--- config.mk ---
export PLATFORM = sky130hd
export DESIGN_NAME = kts_div_chain
export DESIGN_NICKNAME = d
export VERILOG_FILES = /design/src/rtl/kts_pkg.sv /design/src/rtl/kts_div_cell.sv /design/src/rtl/kts_div_chain.sv
export SDC_FILE = /design/constraint.sdc
export NUM_CORES = 2
export LEC_CHECK = 0
export BUFFER_PORTS_ARGS = -buffer_cell sky130_fd_sc_hd__buf_4
export CORE_ASPECT_RATIO = 0.9
export CORE_MARGIN = 5
export CORE_UTILIZATION = 58
export DETAILED_ROUTE_END_ITERATION = 8
export PLACE_DENSITY = 0.83
export SETUP_SLACK_MARGIN = 0.2
export SLEW_MARGIN = 0
export SYNTH_ARGS = -nofsm -noshare
export SYNTH_HDL_FRONTEND = slang
export SYNTH_SLANG_ARGS = --single-unit
--- constraint.sdc ---
create_clock -name clk -period 3.1 [get_ports clk]
set_clock_uncertainty 0.1 [all_clocks]
set_input_delay 0.31 -clock clk [delete_from_list [all_inputs] [get_ports clk]]
set_output_delay 0.31 -clock clk [all_outputs]
set_load 0.05 [all_outputs]
--- src/rtl/kts_pkg.sv ---
// ----------------------------------------------------------------------------
// kts_pkg
// Types and constants shared by the keyframe track sampler modules.
// ----------------------------------------------------------------------------
package kts_pkg;

	localparam int MAX_KEYS  = 64;
	localparam int IDX_W     = $clog2(MAX_KEYS);
	localparam int COUNT_W   = IDX_W + 1;
	localparam int DIV_STEPS = 16;
	localparam int FRAC_W    = DIV_STEPS + 1;

	localparam logic [1:0] OP_CLEAR  = 2'd0;
	localparam logic [1:0] OP_APPEND = 2'd1;
	localparam logic [1:0] OP_QUERY  = 2'd2;

	localparam logic [FRAC_W-1:0] FRAC_ONE = FRAC_W'(1) << DIV_STEPS;

	typedef struct packed {
		logic [1:0]         opcode;
		logic signed [31:0] time_value;
		logic signed [31:0] value_x;
		logic signed [31:0] value_y;
		logic signed [31:0] value_z;
	} cmd_t;

	typedef struct packed {
		logic signed [31:0] out_x;
		logic signed [31:0] out_y;
		logic signed [31:0] out_z;
		logic               used_fallback;
		logic [5:0]         segment_left;
	} res_t;

	typedef struct packed {
		logic signed [31:0] t;
		logic signed [31:0] x;
		logic signed [31:0] y;
		logic signed [31:0] z;
	} key_t;

	typedef struct packed {
		logic                 valid;
		logic [31:0]          rem;
		logic [DIV_STEPS-1:0] quot;
	} div_beat_t;

	typedef enum logic [2:0] {
		S_IDLE,
		S_SRCH,
		S_CMP,
		S_LEFT,
		S_RIGHT,
		S_DIV,
		S_MUL,
		S_SUM
	} state_t;

endpackage

--- src/rtl/kts_div_cell.sv ---
// ----------------------------------------------------------------------------
// kts_div_cell
// One restoring division step: shifts the remainder, subtracts the divisor
// when it fits and appends one quotient bit, registered toward the next cell.
// ----------------------------------------------------------------------------
module kts_div_cell (
	input  logic              clk,
	input  logic              arst_n,
	input  logic [31:0]       divisor,
	input  kts_pkg::div_beat_t din,
	output kts_pkg::div_beat_t dout
);
	import kts_pkg::*;

	logic [32:0]          shifted;
	logic                 fits;
	div_beat_t            nxt;
	logic                 valid_q;
	logic [31:0]          rem_q;
	logic [DIV_STEPS-1:0] quot_q;

	always_comb begin
		shifted   = {din.rem, 1'b0};
		fits      = shifted >= {1'b0, divisor};
		nxt.valid = din.valid;
		nxt.rem   = fits ? 32'(shifted - {1'b0, divisor}) : shifted[31:0];
		nxt.quot  = {din.quot[DIV_STEPS-2:0], fits};
	end

	always_ff @(posedge clk or negedge arst_n) begin
		if (!arst_n) begin
			valid_q <= 1'b0;
		end else begin
			valid_q <= nxt.valid;
		end
	end

	always_ff @(posedge clk) begin
		rem_q  <= nxt.rem;
		quot_q <= nxt.quot;
	end

	assign dout = '{valid_q, rem_q, quot_q};

endmodule

--- src/rtl/kts_div_chain.sv ---
// ----------------------------------------------------------------------------
// kts_div_chain
// Row of division cells giving floor(rem * 2^16 / divisor) for rem < divisor.
// ----------------------------------------------------------------------------
module kts_div_chain (
	input  logic               clk,
	input  logic               arst_n,
	input  logic [31:0]        divisor,
	input  kts_pkg::div_beat_t din,
	output kts_pkg::div_beat_t dout
);
	import kts_pkg::*;

	div_beat_t link [DIV_STEPS+1];

	assign link[0] = din;

	for (genvar i = 0; i < DIV_STEPS; i++) begin : g_cell
		kts_div_cell u_cell (
			.clk     (clk),
			.arst_n  (arst_n),
			.divisor (divisor),
			.din     (link[i]),
			.dout    (link[i+1])
		);
	end

	assign dout = link[DIV_STEPS];

`ifndef ASSERT_OFF
	a_rem_below_divisor: assert property (@(posedge clk) disable iff (!arst_n)
		dout.valid |-> dout.rem < divisor)
		else $error("division remainder not below divisor");
	a_valid_delay: assert property (@(posedge clk) disable iff (!arst_n)
		link[1].valid |-> $past(din.valid))
		else $error("first cell valid without input beat");
	a_first_bit: assert property (@(posedge clk) disable iff (!arst_n)
		din.valid && din.rem < divisor |=> link[1].rem < divisor)
		else $error("cell broke remainder bound");
`endif

endmodule
==> results of run 1 <==
## per-stage QoR
| step | instance area (µm²) | setup WS [ps] | hold WS [ps] | TNS [ps] |
|---|---|---|---|---|
| floorplan | 46100 | -328 | -85.6 | -54260 |
| global placement | 57300 | -664 | 71.0 | -198190 |
| detailed placement | 57300 | -752 | 78.0 | -233360 |
| CTS | 64700 | -202 | 30.6 | -8310 |
## metal layers
metal | overflow | global-route usage
met5 | 0 | 0.490
met3 | 8 | 0.691
met1 | 1 | 0.720
met2 | 39 | 0.895
met4 | 19 | 0.775
## cell usage after synthesis (all sizes together), types with 33 or more instances
cell / n
dfxtp: 648
ha: 512
nand2: 494
a21oi: 464
o21ai: 450
nor2: 298
a21o: 270
xnor2: 242
mux2: 215
xor2: 170
inv: 164
clkbuf: 133
nand3: 97
o21a: 86
nand4: 85
nor3: 77
nor2b: 76
nand2b: 75
o21bai: 61
and3: 60
a211oi: 48
a31oi: 45
o31ai: 44
buf: 38
and2: 33
## cells by family after synthesis
group | after synthesis
AOI/OAI and AO/OA | 1723
buffers and inverters | 335
and+or+nand+nor | 1407
adders and majority gates | 528
muxes | 227
xor gates and xnor gates | 412
DFF | 664
## what timing repair did
item                                    CTS
cloned                                   34
endpoints found under the setup margin  489
endpoints found under the hold margin    48
setup buffers                           144
resized for setup                       610
hold buffers                             34
pin swaps                               198
==> metrics.md, run 1 <==
| Metric | Value |
|---|---|
| CTS Buf Count | `74` |
| Top post-synthesis cells by area | `dfxtp_1 (29%), ha_1 (14%), mux2_2 (5.2%)` |
| Worst_ep kind | `register data pin` |
| Area leader, netlist | `dfxtp_1` |
| Initial Utilization | `0.584` |
| Post-DP HPWL | `115 mm` |
| Seq/Total Area, Yosys | `0.295` |
| Die height | `between 200 and 300 µm` |
| Placed insts | `7508` |
| Synthesis-stage register bit count | `664` |
| EDFF count, synth | `0` |
| Yosys top cell area share | `0.286` |
| Top FF cell, synth | `dfxtp_1` |
| Top-level port count | `132` |
| Tot GR Track Use | `0.763` |
| Syn nets | `~6000` |
| Placer Congestion | `1.00` |
| GRT overflow | `67` |
| Asr flop ratio synth | `0.0241` |
| Log Error | `[ERROR GRT-0232] Routing congestion too high. Check the congestion heatmap in the GUI.` |
| Worst_ep grt | `g_cell[14].u_cell.rem_q[5]$_DFF_P_/D` |
| Largest net degree at the start of global routing | `25` |
| XOR/XNOR share of the synthesized area | `0.0795` |
| Compound-Gate Fraction of Synth Area | `0.243` |
| CTS H-tree lvls | `3` |
| Simple-gate share of the synthesized area | `0.148` |
| Gate Count Post-Synth | `~5300` |
| Post-synth cell types | `98` |
| Clock root cell | `clkbuf_16` |
| Yosys warning count | `0` |
| Failed at | `5_1_grt` |
| Adder and majority gate portion of the synthesized area | `0.148` |
| Clk buf depth | `3` |
| Mean Syn Cell Area | `roughly 8.6 µm²` |
| Core Rows | `just under 100` |
| Die W | `305 µm` |
| Status | `aborted with a tool error` |
| I/O Buffers | `between 100 and 150` |
| Synth Cell Area | `45400 µm²` |
| Largest family of logic cells by synthesized area | `compound AO/OA/AOI/OAI gates` |
| Mux share of post-synthesis cell area | `0.0562` |
| CTS Sinks | `664` |
==> inputs of run 2 (changes only) <==
--- a/config.mk
+++ b/config.mk
@@ -6,12 +6,10 @@
 export NUM_CORES = 2
 export LEC_CHECK = 0
 export BUFFER_PORTS_ARGS = -buffer_cell sky130_fd_sc_hd__buf_4
-export CORE_ASPECT_RATIO = 0.9
 export CORE_MARGIN = 5
-export CORE_UTILIZATION = 58
+export CORE_UTILIZATION = 40
 export DETAILED_ROUTE_END_ITERATION = 8
-export PLACE_DENSITY = 0.83
-export SETUP_SLACK_MARGIN = 0.2
+export PLACE_DENSITY_LB_ADDON = 0.15
 export SLEW_MARGIN = 0
 export SYNTH_ARGS = -nofsm -noshare
 export SYNTH_HDL_FRONTEND = slang
==> constraint.sdc (replaced) <==
create_clock -name clk -period 4.05 [get_ports clk]
set_clock_uncertainty 0.1 [all_clocks]
set_input_delay 0.405 -clock clk [delete_from_list [all_inputs] [get_ports clk]]
set_output_delay 0.405 -clock clk [all_outputs]
set_load 0.05 [all_outputs]
==> run 2 against run 1 <==
Against the previous run: the flow now finishes without violations; synthesized cell count unchanged; area after synthesis unchanged.
==> metrics.md, run 2 <==
| Metric | Value |
|---|---|
| Status | `complete, no violations (was aborted with a tool error)` |
| CTS Buf Count | `82 (was 74)` |
| First-pass GRT wire length | `between 200 and 250 mm` |
| XOR/XNOR share of the synthesized area | `0.0795 (unchanged)` |
| Switching power | `between 20000 and 25000 µW` |
| Hold crit path type | `input pin to asynchronous set/reset pin` |
| Adder and majority gate portion of the synthesized area | `0.148 (unchanged)` |
| Compound-Gate Fraction of Synth Area | `0.243 (unchanged)` |
| Hold slack | `46.9 ps` |
| Final Max Slew Viols | `0` |
| Overall Power | `52900 µW` |
| Final Instance Area | `53600 µm²` |
| Clk buf depth | `3 (unchanged)` |
| Core Region | `113000 µm²` |
| Crit path time final | `3650 ps` |
| Clk Latency, worst-skew pair | `660 ps` |
| Initial Utilization | `0.403 (was 0.584)` |
| Gate Count Post-Synth | `5296 (unchanged)` |
| Synth cell count leaders | `dfxtp_1 (648), ha_1 (512), nand2_1 (494), a21oi_1 (461), o21ai_0 (435) (unchanged)` |
| EDFF count, synth | `0 (unchanged)` |
| Fillers | `11000` |
| N_diodes | `0` |
| Simple-gate share of the synthesized area | `0.148 (unchanged)` |
| Cell family with most CP delay | `compound AO/OA/AOI/OAI gates` |
| Cell Chain, Critical Path | `ha_1, a21o_1, a221oi_1, nand2_1, a221oi_1, a2bb2oi_1, a21oi_1, o31a_1, a31o_2, buf_12, mux2_2` |
| Post-CTS Setup Inserts | `0 (was 144)` |
| Top-level port count | `132 (unchanged)` |
| Number of global-route vias before repair | `38800` |
| Total negative slack | `0 ps` |
| DR pass1 iterations | `5` |
| DIE AREA | `120000 µm²` |
| Initial antenna violation count | `9` |
| Die W | `347 µm (was 305 µm)` |
| Final Hold Fails | `0` |
| Routed WL | `about 140 mm` |
| Die height | `347 µm (was 275 µm)` |
| DRT iter0 DRCs | `about 2700` |
| Clock group share of total power | `0.153` |
| Area after DPL | `50300 µm² (was 57300 µm²)` |
| CTS Sinks | `664 (unchanged)` |
| Internal power | `around 30000 µW` |
| Yosys top cell area share | `0.286 (unchanged)` |
| CP Max Fanout | `45` |
| Maximum clock rate | `~0.27 GHz` |
| Clock Pin Slew Worst Setup and Hold Paths | `60 ps` |
| Mean Syn Cell Area | `8.57 µm² (unchanged)` |
| Largest net degree at the start of global routing | `49` |
| Kind of critical path | `register to register` |
| Placer Congestion | `0.921 (was 1.00)` |
| Reg area | `between 10000 and 15000 µm²` |
| I/O Buffers | `115 (unchanged)` |
| Slowest stage cell, crit path | `a221oi_1` |
| Seq/Total Area, Yosys | `0.295 (unchanged)` |
| Top cell by count, worst path | `a221oi_1` |
| Residual DRC count | `0` |
| Tot GR Track Use | `0.226` |
| Mux share of post-synthesis cell area | `0.0562 (unchanged)` |
| Most frequent cells in the layout | `dfxtp_1 (648), ha_1 (512), nand2_1 (493)` |
| Headroom to the max-slew limit | `0.149` |
| Max VDD drop | `0.598 mV` |
| Clock root cell | `clkbuf_16 (unchanged)` |
| Syn nets | `5907 (unchanged)` |
| Post-DP HPWL | `111 mm (was 115 mm)` |
| Fin nets | `about 6300` |
| WP buf/inv | `1` |
| Area leader, netlist | `dfxtp_1 (unchanged)` |
| Layout area overhead | `18.1%` |
| TritonCTS clock tree | `yes` |
| GRT overflow | `0` |
| Data required, critical path | `4460 ps` |
| Post-synth cell types | `98 (unchanged)` |
| Core Rows | `123 (was 97)` |
| ANT nets after route | `0` |
| Final Util | `0.476` |
| Final Setup Violations | `0` |
| Via count | `39900` |
| Synthesis-stage register bit count | `664 (unchanged)` |
| Synth Cell Area | `45400 µm² (unchanged)` |
| Crit end category | `register` |
| Drt wl/cell | `roughly 20 µm` |
| Most common cell after layout, fill and taps aside | `dfxtp_1` |
| Via density | `between 5 and 6` |
| CTS H-tree lvls | `3 (unchanged)` |
| Max_cap viols | `0` |
| Startpoint Class | `register` |
| Worst-Margin Slew | `1270 ps` |
| Comb pwr share | `0.617` |
| Area of the multi-input gates | `30700 µm²` |
| Largest register FFs | `512` |
| Unrepaired setup endpoints after global routing | `false` |
| LEAKAGE | `about 0.024 µW` |
| Asr flop ratio synth | `0.0241 (unchanged)` |
| Share of cells above drive strength 1 | `0.147` |
| Top FF cell, synth | `dfxtp_1 (unchanged)` |
| Most common cell in the netlist | `dfxtp_1 (unchanged)` |
| Most flops, register | `g_cell.u_cell.rem_q` |
| Sw Share | `0.431` |
| Pwr dens | `~990 nW/µm²` |
| Top flop regs | `g_cell.u_cell.rem_q (512), g_cell.u_cell.quot_q (136), g_cell.u_cell.valid_q (16)` |
| CP arrival | `4060 ps` |
| Largest family of logic cells by synthesized area | `compound AO/OA/AOI/OAI gates (unchanged)` |
| Sequential share of power | `0.230` |
| CP peak stage delay | `380 ps` |
| Final period util | `0.901` |
| Yosys warning count | `0 (unchanged)` |
| Top post-synthesis cells by area | `dfxtp_1 (29%), ha_1 (14%), mux2_2 (5.2%) (unchanged)` |
run 2: cell counts after synthesis:
No cell type changed its count.
run 2: worst register-to-register path, cell delays in order, from the launching register on:
cell	delay, ps
dfxtp_1	340
ha_1	340
a21o_1	190
a221oi_1	380
nand2_1	100
a221oi_1	370
a2bb2oi_1	270
a21oi_1	170
o31a_1	350
a31o_2	280
buf_12	170
mux2_2	430
run 2: worst paths after layout:
check,from,endpoint,slack [ps],cells past startpoint
worst max-delay path,g_cell[14].u_cell.rem_q[9]$_DFF_P_,g_cell[15].u_cell.rem_q[6]$_DFF_P_,400,11
worst min-delay path,arst_n,g_cell[15].u_cell.valid_q$_DFF_PN0_,50,2
worst max register to register,g_cell[14].u_cell.rem_q[9]$_DFF_P_,g_cell[15].u_cell.rem_q[6]$_DFF_P_,400,11
worst min register to register,g_cell[13].u_cell.quot_q[0]$_DFF_P_,g_cell[14].u_cell.quot_q[1]$_DFF_P_,210,0
max in group asynchronous,arst_n,g_cell[3].u_cell.valid_q$_DFF_PN0_,3630,2
min in group clk,divisor[0],g_cell[15].u_cell.rem_q[0]$_SDFF_PN0_,110,2
run 2: layer usage:
metal  GRT usage  wire, µm
met3      0.0325      6720
met5           0         0
met2       0.376     64100
met4      0.0659      4540
met1       0.306     65800
run 2: power by group through the flow:
| stage | registers, µW | clock network, µW | logic, µW |
|---|---|---|---|
| floorplan | 12100 | 0 | 23300 |
| global placement | 12400 | 0 | 32000 |
| detailed placement | 12400 | 0 | 32200 |
| CTS | 12200 | 8340 | 32500 |
| global route | 12500 | 8620 | 36100 |
| finish | 12200 | 8110 | 32600 |
run 2: final cells by class:
class	count	area share
multi-input combinational	4298	0.573
sequential	664	0.249
timing repair buffer	443	0.0748
clock buffer	105	0.0442
tap	1500	0.0350
clock inverter	45	0.0118
inverter	164	0.0115
run 2: cell families (layout without fill, tap and decap cells):
group / after synthesis / after routing
AO/OA/AOI/OAI: 1723 / 1724
AND/OR/NAND/NOR: 1407 / 1407
flip-flops: 664 / 664
adder cells (fa/ha/maj): 528 / 528
XOR/XNOR: 412 / 412
buffers and inverters: 335 / 757
multiplexers: 227 / 227
run 2: what timing repair did:
action                                  in CTS  in global routing
resized for setup                            0                  0
hold endpoints to repair                    48                  0
hold buffers                                33                  0
endpoints found under the setup margin       0                 12
run 2: stage by stage:
step,instances,setup WS [ps]
floorplan,5296,392
global placement,7035,-178
detailed placement,7035,-173
CTS,7218,167
global route,7219,213
finish,7219,399
No activity file was read; power rests on OpenSTA's default activity.
